==> src/hdl/gsq_pkg.sv <==
`timescale 1ns / 1ps

package gsq_pkg;

    localparam int QW     = 16;
    localparam int AW     = 16;
    localparam int GW     = 12;
    localparam int SW     = 63;
    localparam int NW     = 33;
    localparam int MAGW   = 33;
    localparam int NUMW   = MAGW + GW;
    localparam int REMW   = NUMW + 1;
    localparam int QUOW   = GW;
    localparam int BITS_PER_STEP = 3;
    localparam int STEPS  = QUOW / BITS_PER_STEP;
    localparam int CNTW   = $clog2(STEPS);
    localparam int LANES  = 3;
    localparam int FIFO_DEPTH = 2;

    localparam logic [GW-1:0] GRAV_RESET = 12'd2510;

    typedef struct packed {
        logic [LANES-1:0][NUMW-1:0]      num;
        logic [LANES-1:0]                neg;
        logic [NW-1:0]                   n;
        logic [LANES-1:0][AW-1:0]        accel;
        logic [SW-1:0]                   stamp;
    } job_t;

    typedef enum logic [1:0] {
        ST_IDLE,
        ST_DIV,
        ST_DONE
    } back_st_t;

endpackage

==> src/hdl/gsq_fifo.sv <==
`timescale 1ns / 1ps

module gsq_fifo (
    input  logic           clk,
    input  logic           rst_n,
    input  logic           push_valid,
    output logic           push_ready,
    input  gsq_pkg::job_t  push_data,
    output logic           pop_valid,
    input  logic           pop_ready,
    output gsq_pkg::job_t  pop_data
);

    localparam int PW = $clog2(gsq_pkg::FIFO_DEPTH);

    gsq_pkg::job_t     mem_reg [gsq_pkg::FIFO_DEPTH];
    logic [PW-1:0]     wr_reg, rd_reg;
    logic [PW:0]       cnt_reg;
    logic              push, pop;

    assign push_ready = cnt_reg != (PW+1)'(gsq_pkg::FIFO_DEPTH);
    assign pop_valid  = cnt_reg != '0;
    assign push       = push_valid && push_ready;
    assign pop        = pop_valid && pop_ready;
    assign pop_data   = mem_reg[rd_reg];

    always_ff @(posedge clk or negedge rst_n)
    begin
        if (!rst_n)
        begin
            wr_reg  <= '0;
            rd_reg  <= '0;
            cnt_reg <= '0;
        end
        else
        begin
            if (push)
                wr_reg <= wr_reg + 1'b1;
            if (pop)
                rd_reg <= rd_reg + 1'b1;
            if (push && !pop)
                cnt_reg <= cnt_reg + 1'b1;
            else if (pop && !push)
                cnt_reg <= cnt_reg - 1'b1;
        end
    end

    always_ff @(posedge clk)
    begin
        if (push)
            mem_reg[wr_reg] <= push_data;
    end

endmodule

==> config.mk <==
export PLATFORM = sky130hd
export DESIGN_NAME = gsq_fifo
export DESIGN_NICKNAME = d
export VERILOG_FILES = /design/src/hdl/gsq_pkg.sv /design/src/hdl/gsq_fifo.sv
export SDC_FILE = /design/constraint.sdc
export NUM_CORES = 1
export LEC_CHECK = 0
export BUFFER_PORTS_ARGS = -buffer_cell sky130_fd_sc_hd__buf_2
export CAP_MARGIN = 25
export CORE_MARGIN = 1
export CORE_UTILIZATION = 35
export DETAILED_ROUTE_END_ITERATION = 7
export HOLD_SLACK_MARGIN = 0.06
export PLACE_DENSITY_LB_ADDON = 0.1
export SYNTH_ARGS = -nofsm -noshare
export SYNTH_HDL_FRONTEND = slang
export SYNTH_SLANG_ARGS = --single-unit
==> constraint.sdc <==
create_clock -name clk -period 13.2 [get_ports clk]
set_clock_uncertainty 0.05 [all_clocks]
set_input_delay 1.32 -clock clk [delete_from_list [all_inputs] [get_ports clk]]
set_output_delay 1.32 -clock clk [all_outputs]
set_load 0.005 [all_outputs]
-- Yosys cells after proc, flatten, opt, wreduce, memory -nomap -nowiden
Memory sizes are Yosys's and may differ from the RTL's.
Cells that the tools add are included.
Widths: inputs -> output; s select.
- register bits after elaboration: 4
- bits in writable memories: 564
- input port bits: 286
- output and inout bits: 284
- memories: 1
- memories (memory ; depth ; bits a word ; read ports ; clocked after memory_dff ; wr ports ; line ; RTL):
    mem_reg ; 2 ; 282 ; 1 ; 0 ; 1 ; gsq_fifo.sv:16 ; gsq_pkg::job_t mem_reg [gsq_pkg::FIFO_DEPTH];
- add/subtract/negate cells: 4
- eq/ne operators: 1
- muxes and demuxes: 4
- reductions and logical operators: 8
- operator list (operator ; number):
    $logic_and 1x1->1 ; 4
    $mux 2 ; 2
    $reduce_bool 2->1 ; 2
    $add 1x1->1 const B ; 2
    $add 2x1->2 const B ; 1
    $logic_not 1->1 ; 2
    $mux 1 ; 2
    $ne 2x2->1 const B ; 1
    $sub 2x1->2 const B ; 1

-- Logic depth before layout (Yosys ltp)
- depth after elaboration: 6
- depth in mapped cells: 7

-- Worst setup path after synthesis
No wires, ideal clock.
- path kind: input -> register
- start: input push_valid
- end: memory mem_reg[0][0] (netlist name), enable pin
- library setup time: 930 ps
- data arrival time: 13087 ps
- data required time: 12220 ps
- setup slack: -867 ps
- stages: 2
- cells stage by stage: nand2_1 nor2_1
- cells in the longest elaborated chain, start to end: 3
- ends and longest elaborated chain (element ; line ; RTL):
    start, declared ; gsq_fifo.sv:6 ; input logic push_valid,
    $logic_and 1x1->1 ; gsq_fifo.sv:23 ; assign push = push_valid && push_ready;
    $mux 1 ; gsq_fifo.sv:50 ; if (push)
    $mux 1 (implied by the code) ; gsq_fifo.sv:51 ; mem_reg[wr_reg] <= push_data;
    end, declared ; gsq_fifo.sv:16 ;
No other way between the ends.

==> flow_summary.ini <==
[placed_design]
port_buffers = 569
gp_congestion = 0.772
hpwlAfterDp_mm = 33.6

[synthesis]
synth_cell_type_count = 14
ys_ff_latch = 568
syn-cell-area_sq_mm = 0.0206
synth_nets = 1182
synthCells = 895
synth-seq-area-share_pct = 82.5
synth.avg_cell_area_sq_um = 23.1
yosysWarnings = 0

[routing]
wirelength_mm = 48.9
drt-initial-drc-count = 488
wl_per_cell_um = 21.0
vias_per_cell = 4.56
dr_total_vias = 10600
drcViolationCount = 0
detail-route-antenna-nets = 0
dr.pass1.iters = 4

[worst_setup_path]
crit_type = reg2out
arrival_ps = 3430
cp-start-kind = flop
required_ps = 11830
worstPathMaxFanout = 55
critPathCaptureType = output pin

[grt]
gr-total-overflow = 0
grt_first_pass_wirelength_mm = 69.4
grt_max_degree = 161
antenna_found_initial = 22
grt_pass1_vias = 11000
grtUsageTotal_pct = 15.8

[power]
irDropWorstVdd_mv = 0.221
power.density_mw_per_mm2 = 219
p_total_w = 0.00572
p_leak_nw = 9.69

[clocking]
postCtsSetupBuffers = 0
cts_tree = yes
postCtsHoldBufs = 0
htree_num_levels = 2
cts_inserted_buffers = 59
cts_buffer_depth = 3
cts_root_buffer = clkbuf_16
clkSinkCount = 568
cts.reportedPaths.clkPinSlew_ps = 60
post_cts_resize_count = 0
clock_latency_ps = 590

[sta]
max-slew-margin-rel_pct = 28.1
hold_viol_final = 0
fmax_mhz = 208
post-route-min-period_ps = 4800
rsz0062_at_grt = no
finalSetupTns_ps = 0
slew_viol_final = 0
period_share_pct = 36.4
worstMarginPinSlew_ps = 1080
finalSetupViolations = 0

[floorplan]
start_util_pct = 35.6
rows = 88
core_area_sq_mm = 0.0580
die_w_um = 245
ios = 570
die_area_sq_mm = 0.0600
die_h_um = 245

[layout]
area_growth_syn_to_layout_pct = 26.6
drive_above_1_share_pct = 61.4
final_core_util_pct = 45.1
largest_reg_flops = 564
nNetsFinal = 1793

[flow_run]
cap_viol_max_count = 0

[outcome]
outcome = completed

[min_path]
min_path_type = reg2reg
-- cells in the final DEF (no fill, tap or decap), drive strengths merged --
cell type / count
nor2: 2
ha: 1
xor2: 2
clkinvlp: 1
bufinv: 5
mux2: 282
or2: 1
nand2: 2
and3: 1
edfxtp: 564
xnor2: 3
diode: 8
nand2b: 1
dfrtp: 4
clkinv: 35
buf: 581
clkbuf: 69
inv: 2
-- cells in the mapped netlist --
| cell | count | area share (%) |
|---|---|---|
| buf_2 | 1 | 0.024 |
| mux2_2 | 282 | 15 |
| nand2_1 | 2 | 0.036 |
| nor2_1 | 2 | 0.036 |
| nand2b_1 | 1 | 0.030 |
| dfrtp_1 | 4 | 0.48 |
| and3_1 | 1 | 0.030 |
| xnor2_1 | 3 | 0.13 |
| ha_1 | 1 | 0.061 |
| buf_6 | 30 | 1.6 |
| xor2_1 | 2 | 0.085 |
| edfxtp_1 | 564 | 82 |
| inv_1 | 1 | 0.018 |
| or2_2 | 1 | 0.030 |
-- power by group --
| part | internal (W) | switching (W) | leakage, nW |
|---|---|---|---|
| sequential | 0.00247 | 0.000118 | 5.28 |
| clock | 0.000936 | 0.000658 | 0.941 |
| combinational | 0.000719 | 0.000814 | 3.46 |
-- critical path, cell delays in order (launching register included) --
cell	delay, ps
dfrtp_4	890
buf_4	640
buf_4	660
mux2_2	420
buf_2	130
-- cell families (layout without fill, tap and decap cells) --
| logic type | Yosys count | after routing | synth area share [%] |
|---|---|---|---|
| xor gates and xnor gates | 5 | 5 | 0.212 |
| DFF | 568 | 568 | 82.5 |
| buffers and inverters | 32 | 693 | 1.68 |
| and+or+nand+nor | 7 | 7 | 0.164 |
| other | 0 | 8 | 0 |
| muxes | 282 | 282 | 15.4 |
| adders and majority gates | 1 | 1 | 0.0606 |
-- through the flow --
stage          setup WS [ps]  area, sq um  hold WS [ps]  std cells
2_1_floorplan           3920        20700           406        895
3_3_place_gp            8590        24200           422       2209
3_5_place_dp            8610        24200           428       2209
4_1_cts                 8240        26100           440       2320
5_1_grt                 8150        26100           463       2327
6_report                8400        26100           435       2329
-- routing by layer --
metal  share of wire [%]  global-route usage, %  vias to the layer above
li1                    -                      -                     4826
met5                0.32                      0                        -
met3                 9.1                   6.37                       97
met4                 2.5                   5.66                       26
met2                  50                   26.8                      361
met1                  38                   17.8                     5309
-- area by class of cell --
type / count / area, sq um
repair buffers: 581 / 2960
clock inverters: 42 / 328
clock buffers: 69 / 1560
fillers: 5172 / 31900
diodes: 8 / 20.0
flip-flops and latches: 568 / 17000
inverters: 1 / 3.75
multi-input cells: 295 / 3280
well taps: 765 / 957
-- path summary, 6_finish.rpt --
check                                start              end  slack [ps]  depth (start not counted)
worst max-delay path                rd_reg    pop_data[179]        8400                          4
worst min-delay path            cnt_reg[1]       cnt_reg[1]         430                          1
worst max register to register  cnt_reg[0]  mem_reg[0][119]        9570                          6
worst min register to register  cnt_reg[1]       cnt_reg[1]         430                          1
max in group asynchronous            rst_n           rd_reg       12410                          1
min in group asynchronous            rst_n           wr_reg         510                          1
Power figures use the tool's default switching activity.
