$ cat src/hdl/gsq_pkg.sv
`timescale 1ns / 1ps

package gsq_pkg;

    localparam int QW     = 16;
    localparam int AW     = 16;
    localparam int GW     = 12;
    localparam int SW     = 63;
    localparam int NW     = 33;
    localparam int MAGW   = 33;
    localparam int NUMW   = MAGW + GW;
    localparam int REMW   = NUMW + 1;
    localparam int QUOW   = GW;
    localparam int BITS_PER_STEP = 3;
    localparam int STEPS  = QUOW / BITS_PER_STEP;
    localparam int CNTW   = $clog2(STEPS);
    localparam int LANES  = 3;
    localparam int FIFO_DEPTH = 2;

    localparam logic [GW-1:0] GRAV_RESET = 12'd2510;

    typedef struct packed {
        logic [LANES-1:0][NUMW-1:0]      num;
        logic [LANES-1:0]                neg;
        logic [NW-1:0]                   n;
        logic [LANES-1:0][AW-1:0]        accel;
        logic [SW-1:0]                   stamp;
    } job_t;

    typedef enum logic [1:0] {
        ST_IDLE,
        ST_DIV,
        ST_DONE
    } back_st_t;

endpackage

$ cat src/hdl/gsq_back.sv
`timescale 1ns / 1ps

module gsq_back (
    input  logic                    clk,
    input  logic                    rst_n,
    input  logic                    job_valid,
    output logic                    job_ready,
    input  gsq_pkg::job_t           job,
    output logic                    out_valid,
    input  logic                    out_ready,
    output logic signed [15:0]      linear_x,
    output logic signed [15:0]      linear_y,
    output logic signed [15:0]      linear_z,
    output logic signed [15:0]      gravity_x,
    output logic signed [15:0]      gravity_y,
    output logic signed [15:0]      gravity_z,
    output logic [gsq_pkg::SW-1:0]  stamp_out,
    output logic                    zero_norm
);

    localparam int DW = gsq_pkg::NW + gsq_pkg::QUOW;

    gsq_pkg::back_st_t state_reg, state_next;
    logic [gsq_pkg::CNTW-1:0] cnt_reg, cnt_next;
    logic [2:0][gsq_pkg::REMW-1:0] rem_reg, rem_next;
    logic [2:0][gsq_pkg::QUOW-1:0] quo_reg, quo_next;
    logic [DW-1:0]            dsh_reg, dsh_next;
    logic [2:0]               neg_reg;
    logic                     zero_reg;
    logic [2:0][15:0]         acc_reg;
    logic [gsq_pkg::SW-1:0]   st_reg;
    logic                     out_valid_reg;

    logic                     load_out, pop, step;
    logic [2:0][15:0]         grav;
    logic [2:0][15:0]         lin;
    logic signed [16:0]       diff;

    assign out_valid = out_valid_reg;
    assign job_ready = pop;

    always_comb
    begin
        state_next = state_reg;
        cnt_next   = cnt_reg;
        load_out   = 1'b0;
        step       = 1'b0;
        pop        = 1'b0;
        case (state_reg)
            gsq_pkg::ST_IDLE:
            begin
                pop = job_valid;
                if (job_valid)
                begin
                    state_next = gsq_pkg::ST_DIV;
                    cnt_next   = '0;
                end
            end
            gsq_pkg::ST_DIV:
            begin
                step     = 1'b1;
                cnt_next = cnt_reg + 1'b1;
                if (cnt_reg == gsq_pkg::CNTW'(gsq_pkg::STEPS - 1))
                    state_next = gsq_pkg::ST_DONE;
            end
            gsq_pkg::ST_DONE:
            begin
                load_out = !out_valid_reg || out_ready;
                if (load_out)
                begin
                    pop = job_valid;
                    cnt_next = '0;
                    state_next = job_valid ? gsq_pkg::ST_DIV : gsq_pkg::ST_IDLE;
                end
            end
            default:
            begin
                state_next = gsq_pkg::ST_IDLE;
            end
        endcase
    end

    // restoring division, three quotient bits per step in each lane
    always_comb
    begin
        logic [DW-1:0] d;
        rem_next = rem_reg;
        quo_next = quo_reg;
        d = dsh_reg;
        for (int j = 0; j < gsq_pkg::BITS_PER_STEP; j++)
        begin
            for (int i = 0; i < 3; i++)
            begin
                if (rem_next[i] >= {{(gsq_pkg::REMW-DW){1'b0}}, d})
                begin
                    rem_next[i] = rem_next[i] - {{(gsq_pkg::REMW-DW){1'b0}}, d};
                    quo_next[i] = {quo_next[i][gsq_pkg::QUOW-2:0], 1'b1};
                end
                else
                begin
                    quo_next[i] = {quo_next[i][gsq_pkg::QUOW-2:0], 1'b0};
                end
            end
            d = d >> 1;
        end
        dsh_next = d;
    end

    always_comb
    begin
        for (int i = 0; i < 3; i++)
        begin
            if (zero_reg)
                grav[i] = '0;
            else if (neg_reg[i])
                grav[i] = 16'(-{4'b0000, quo_reg[i]});
            else
                grav[i] = {4'b0000, quo_reg[i]};
        end
        for (int i = 0; i < 3; i++)
        begin
            diff = $signed({acc_reg[i][15], acc_reg[i]}) - $signed({grav[i][15], grav[i]});
            if (diff > 17'sd32767)
                lin[i] = 16'h7FFF;
            else if (diff < -17'sd32768)
                lin[i] = 16'h8000;
            else
                lin[i] = diff[15:0];
        end
    end

    always_ff @(posedge clk or negedge rst_n)
    begin
        if (!rst_n)
        begin
            state_reg     <= gsq_pkg::ST_IDLE;
            cnt_reg       <= '0;
            out_valid_reg <= 1'b0;
        end
        else
        begin
            state_reg <= state_next;
            cnt_reg   <= cnt_next;
            if (load_out)
                out_valid_reg <= 1'b1;
            else if (out_ready)
                out_valid_reg <= 1'b0;
        end
    end

    always_ff @(posedge clk)
    begin
        if (pop)
        begin
            for (int i = 0; i < 3; i++)
            begin
                rem_reg[i] <= {job.num[i], 1'b0}
                            + {{(gsq_pkg::REMW-gsq_pkg::NW){1'b0}}, job.n};
                quo_reg[i] <= '0;
            end
            dsh_reg  <= {job.n, {gsq_pkg::QUOW{1'b0}}};
            neg_reg  <= job.neg;
            zero_reg <= job.n == '0;
            acc_reg  <= job.accel;
            st_reg   <= job.stamp;
        end
        else if (step)
        begin
            rem_reg <= rem_next;
            quo_reg <= quo_next;
            dsh_reg <= dsh_next;
        end
        if (load_out)
        begin
            linear_x  <= lin[0];
            linear_y  <= lin[1];
            linear_z  <= lin[2];
            gravity_x <= grav[0];
            gravity_y <= grav[1];
            gravity_z <= grav[2];
            stamp_out <= st_reg;
            zero_norm <= zero_reg;
        end
    end

endmodule

$ cat config.mk
export PLATFORM = sky130hd
export DESIGN_NAME = gsq_back
export DESIGN_NICKNAME = d
export VERILOG_FILES = /design/src/hdl/gsq_pkg.sv /design/src/hdl/gsq_back.sv
export SDC_FILE = /design/constraint.sdc
export NUM_CORES = 2
export LEC_CHECK = 0
export ABC_AREA = 0
export BUFFER_PORTS_ARGS = -buffer_cell sky130_fd_sc_hd__buf_2
export CELL_PAD_IN_SITES_DETAIL_PLACEMENT = 1
export CELL_PAD_IN_SITES_GLOBAL_PLACEMENT = 2
export CORE_MARGIN = 1.5
export CORE_UTILIZATION = 41
export DETAILED_ROUTE_END_ITERATION = 10
export MAX_ROUTING_LAYER = met4
export PLACE_DENSITY = 0.95
export SLEW_MARGIN = 20
export SYNTH_ARGS = -nofsm -noshare
export SYNTH_HDL_FRONTEND = slang
export SYNTH_SLANG_ARGS = --single-unit
$ cat constraint.sdc
create_clock -name clk -period 25.4 [get_ports clk]
set_input_delay 5.08 -clock clk [delete_from_list [all_inputs] [get_ports clk]]
set_output_delay 5.08 -clock clk [all_outputs]
set_load 0.02 [all_outputs]
== After elaboration in Yosys (flattened, before gate mapping) ==
Index checks and enable logic that the tools add are counted.
W data, S select, Z words.
Word-level totals
  input port bits: 286
  output and inout port bits: 162
  register bits after elaboration: 499
  word-level logic and storage cells: 119
Cells by class
  mux-type cells: 45
  reduce and logical (&&, ||, !) cells: 9
  add/subtract/negate cells: 19
  magnitude comparators: 15
  eq/ne operators: 6
Operator list (count)
  $mux W46: 9
  $mux W138: 2
  $mux W16: 9
  $add A46 B33 Y46: 3
  $ge A46 B43 Y1: 3
  $ge A46 B44 Y1: 3
  $ge A46 B45 Y1: 3
  $sub A46 B43 Y46: 3
  $sub A46 B44 Y46: 3
  $sub A46 B45 Y46: 3
  $mux W45: 2
  $gt A17 B16 Y1 const B: 3
  $lt A17 B16 Y1 const B: 3
  $sub A16 B16 Y17: 3
  $neg A12 Y16: 3
  $logic_not A33 Y1: 1
  $mux W1: 15
  $pmux W2 S3: 2
  $mux W2: 5
  $ne A2 B2 Y1 const B: 3
  $reduce_and A3 Y1: 2
  $eq A2 B2 Y1 const B: 2
  $reduce_bool A2 Y1: 2
  $reduce_bool A3 Y1: 1
  other kinds (6): 6

== Depth between registers and ports, before layout ==
  depth in word-level cells: 8
  mapped depth: 45
  mapped depth without buffers: 38

== Worst setup path after synthesis ==
Ideal clock, no wire load.
  path kind: input -> output
  start: input out_ready
  end: output job_ready
  data required time: 20.320 ns
  data arrival time: 9.520 ns
  slack: 10.800 ns
  cell stages on the path: 7
  path buffers: 3
  path through: nor2b_1 nand2_1 nand3b_1 inv_1 clkbuf_1 clkbuf_1 buf_1
On the way
  word-level cells in the longest chain between the ends: 3
Ends and longest elaborated chain
  start, declared: RTL line gsq_back.sv:10  | input logic out_ready,
  $logic_or A1 B1 Y1: RTL line gsq_back.sv:68  | load_out = !out_valid_reg || out_ready;
  $mux W1: RTL line gsq_back.sv:69  | if (load_out)
  $pmux W1 S2: RTL line gsq_back.sv:49  | case (state_reg)
  end, declared: RTL line gsq_back.sv:7  | output logic job_ready,
Every way passes these cells.

== Worst setup path after layout ==
  start: register dsh_reg[2]
  end: register rem_reg[92] in the netlist's numbering, data pin
On the way
  word-level cells in the longest chain between the ends: 8
  elaborated cells between the ends (all ways): 11
  classes of those cells: add/sub (3); order compare (3); mux (5)
Ends and longest elaborated chain
  start, declared: RTL line gsq_back.sv:27  | logic [DW-1:0] dsh_reg, dsh_next;
  start signal, assigned: RTL line gsq_back.sv:161  | dsh_reg <= {job.n, {gsq_pkg::QUOW{1'b0}}};
  start signal, assigned: RTL line gsq_back.sv:171  | dsh_reg <= dsh_next;
  $ge A46 B45 Y1 or $sub A46 B45 Y46 (tied branches): RTL line gsq_back.sv:94, gsq_back.sv:96
  $mux W46: RTL line gsq_back.sv:94  | if (rem_next[i] >= {{(gsq_pkg::REMW-DW){1'b0}}, d})
  $sub A46 B44 Y46 or $ge A46 B44 Y1 (tied branches): RTL line gsq_back.sv:96, gsq_back.sv:94
  $mux W46: RTL line gsq_back.sv:94
  $sub A46 B43 Y46 or $ge A46 B43 Y1 (tied branches): RTL line gsq_back.sv:96, gsq_back.sv:94
  $mux W46 *: RTL line gsq_back.sv:94
  $mux W138 *: RTL line gsq_back.sv:167  | else if (step)
  $mux W138 *: RTL line gsq_back.sv:153  | if (pop)
  end signal, assigned by index: RTL line gsq_back.sv:157  | rem_reg[i] <= {job.num[i], 1'b0}
  end signal, assigned: RTL line gsq_back.sv:169  | rem_reg <= rem_next;
  end, declared: RTL line gsq_back.sv:25  | logic [2:0][gsq_pkg::REMW-1:0] rem_reg, rem_next;
Mark *: on every way between the ends. The rest lies on a longest branch, timed or not. The select of a mux whose other input is x is not followed.
A chain may end at the register's enable or synchronous reset.

==> results_dict.tcl <==
set metrics [dict create \
    fp.dieH_um 362.3 \
    synth_warnings 0 \
    worstPathMaxFanout 61 \
    netlist_area_um2 52930 \
    maxSlewHeadroom 0.1950 \
    die_area_um2 131300 \
    fin_tns_setup_ns 0 \
    skew_ns 0.05686 \
    drive_above_1_share 0.1302 \
    drv_slew 0 \
    layout_common_cells "619 x a21oi_1, 601 x nand2_1, 544 x ha_1, 447 x buf_2, 446 x edfxtp_1" \
    nets 7474 \
    hold_violations 0 \
    postCtsSetupRepairBufs 0 \
    cpMostUsedCell "buf_4" \
    vias 53872 \
    drcViolationCount 0 \
    setup_viol 0 \
    fin_crit_sh 0.5446 \
    worst_pin_slew_ns 1.203 \
    cts_hold_buf 0 \
    grt_pass1_vias 53432 \
    reg2reg_to "rem_reg[92]" \
    critPathLaunch "dsh_reg[2]" \
    syn_inst 6284 \
    min_period_ns 13.83 \
    syn_avg_cell_area_um2 8.423 \
    htreeDepth 2 \
    portBuffers 447 \
    synthArstFlopShare 0.01002 \
    outcome "finished clean" \
    hpwl_mm 192.1 \
    cp.arrival_ns 14.38 \
    cp_top_family "compound AO/OA/AOI/OAI gates" \
    fp.coreArea_um2 127800 \
    final_common_cell "a21oi_1" \
    post-place-cells 8229 \
    area_delta_synth_final_pct 11.36 \
    worst_setup_path_start_kind "register" \
    stdcell_count 8384 \
    ys_seq_area_frac 0.2735 \
    syn-num-nets 7129 \
    largest_register_ffs 138 \
    clock_sinks 499 \
    ios 448 \
    firstDrtPassIters 6 \
    synth_ff_type "edfxtp_1" \
    worst_path_max_delay_cell "a211oi_1" \
    critical_path_buf_inv_count 6 \
    synth_edf_count 446 \
    antenna_found_initial 57 \
    endpoint "rem_reg[92]" \
    grt_pass1_wl_mm 351.9 \
    die_w_um 362.3 \
    ys_ff_latch 499 \
    synthDistinctLibCells 96 \
    insertion_delay_ns 0.74 \
    cts-resized-gates 0 \
    hold_path_class "reg2reg" \
    start_util 0.4140 \
    holdPathStages 0 \
    core.rowCount 131 \
    fmax_ghz 0.07229 \
    maxCapViolations 0 \
    cts_buffer_depth 3 \
    cts_made_buffers 60 \
    reg2reg_from "dsh_reg[2]" \
    reg2reg_depth 40 \
    rrSetupSlack_ns 11.57 \
    whs_ns 0.4217 \
    gp_congestion 1.028 \
    wire_per_inst_um 29.02 \
    grt.total_usage 0.3648 \
    drt-total-wl_mm 243.3 \
    grt-ovfl-total 0 \
    cp-end-kind "register" \
    drt-initial-drc-count 5473 \
    grt_max_degree 141 \
    critical_path_depth 40 \
    postRouteAntennaNets 0 \
    routed_via_density 6.426 \
    root_buffer "clkbuf_16" \
    crit_type "reg2reg" \
    clk_pin_slew_ns 0.07 \
    cp.required_ns 25.94 \
    critPathMaxStageDelay_ns 0.74 \
    cts_tree "yes" \
    grt_setup_unrepaired "false" \
]
-- routing by layer --
metal,GRT usage,vias to the layer above,part of all wire
li1,-,24278,-
met5,-,-,0
met1,0.4537,26519,0.40
met4,0.1783,0,0.056
met2,0.5605,2536,0.44
met3,0.07840,539,0.095
-- worst min path at each step --
stage               startpoint       endpoint  slack [ns]
floorplan            st_reg[0]   stamp_out[0]        0.40
global placement    st_reg[27]  stamp_out[27]        0.40
detailed placement  st_reg[18]  stamp_out[18]        0.41
CTS                 st_reg[20]  stamp_out[20]        0.42
global route        st_reg[20]  stamp_out[20]        0.43
finish               st_reg[5]   stamp_out[5]        0.42
-- through the flow --
step	util	cell area [um^2]	setup slack (ns)
after global placement	0.4450	56890	12.30
final	0.4611	58950	11.57
after detailed placement	0.4451	56900	11.84
after global routing	0.4609	58930	10.86
after CTS	0.4601	58830	11.76
after floorplan	-	52930	10.80
-- Yosys cell counts, types with 63 or more instances --
cell,number,share of area
inv_1,285,0.020
o21a_1,98,0.014
and3_1,64,0.0076
a21oi_1,619,0.059
or2_2,63,0.0074
nor3_1,111,0.010
nand2b_1,93,0.011
a31oi_1,86,0.010
nand4_1,107,0.013
clkbuf_1,182,0.013
xor2_1,190,0.031
edfxtp_1,446,0.25
a211oi_1,76,0.011
a21o_1,220,0.031
mux2_2,143,0.030
mux2i_1,84,0.016
o21ai_0,415,0.039
nor2b_1,71,0.0084
ha_1,544,0.13
nand3_1,179,0.017
o21bai_1,68,0.0096
xnor2_1,294,0.049
nor2_1,416,0.029
nand2_1,601,0.043
-- worst register-to-register path: cells and delay by family (launching register included) --
| kind | cells | cell delay (ns) |
|---|---|---|
| AO/OA/AOI/OAI | 21 | 6.77 |
| adder cells (fa/ha/maj) | 5 | 1.57 |
| buffers and inverters | 6 | 2.32 |
| flip-flops | 1 | 0.63 |
| multiplexers | 2 | 1.00 |
| AND/OR/NAND/NOR | 6 | 1.42 |
-- cells by family after synthesis --
logic type / share of synthesized area
buffers and inverters: 0.03877
adder cells (fa/ha/maj): 0.1343
multiplexers: 0.04713
flip-flops: 0.2735
XOR/XNOR: 0.08008
AND/OR/NAND/NOR: 0.1735
AO/OA/AOI/OAI: 0.2528
-- final cells by class --
| cell class | instances | area, um^2 |
|---|---|---|
| Antenna cell | 47 | 117.6 |
| Clock buffer | 74 | 1607 |
| Clock inverter | 34 | 320.3 |
| Fill cell | 15319 | 68900 |
| Inverter | 286 | 1089 |
| Multi-Input combinational cell | 5263 | 36460 |
| Sequential cell | 499 | 14480 |
| Tap cell | 1662 | 2079 |
| Timing Repair Buffer | 519 | 2794 |
Power is not shown: default switching activity piles up to over one toggle a cycle in this logic, so the estimate is an artifact.
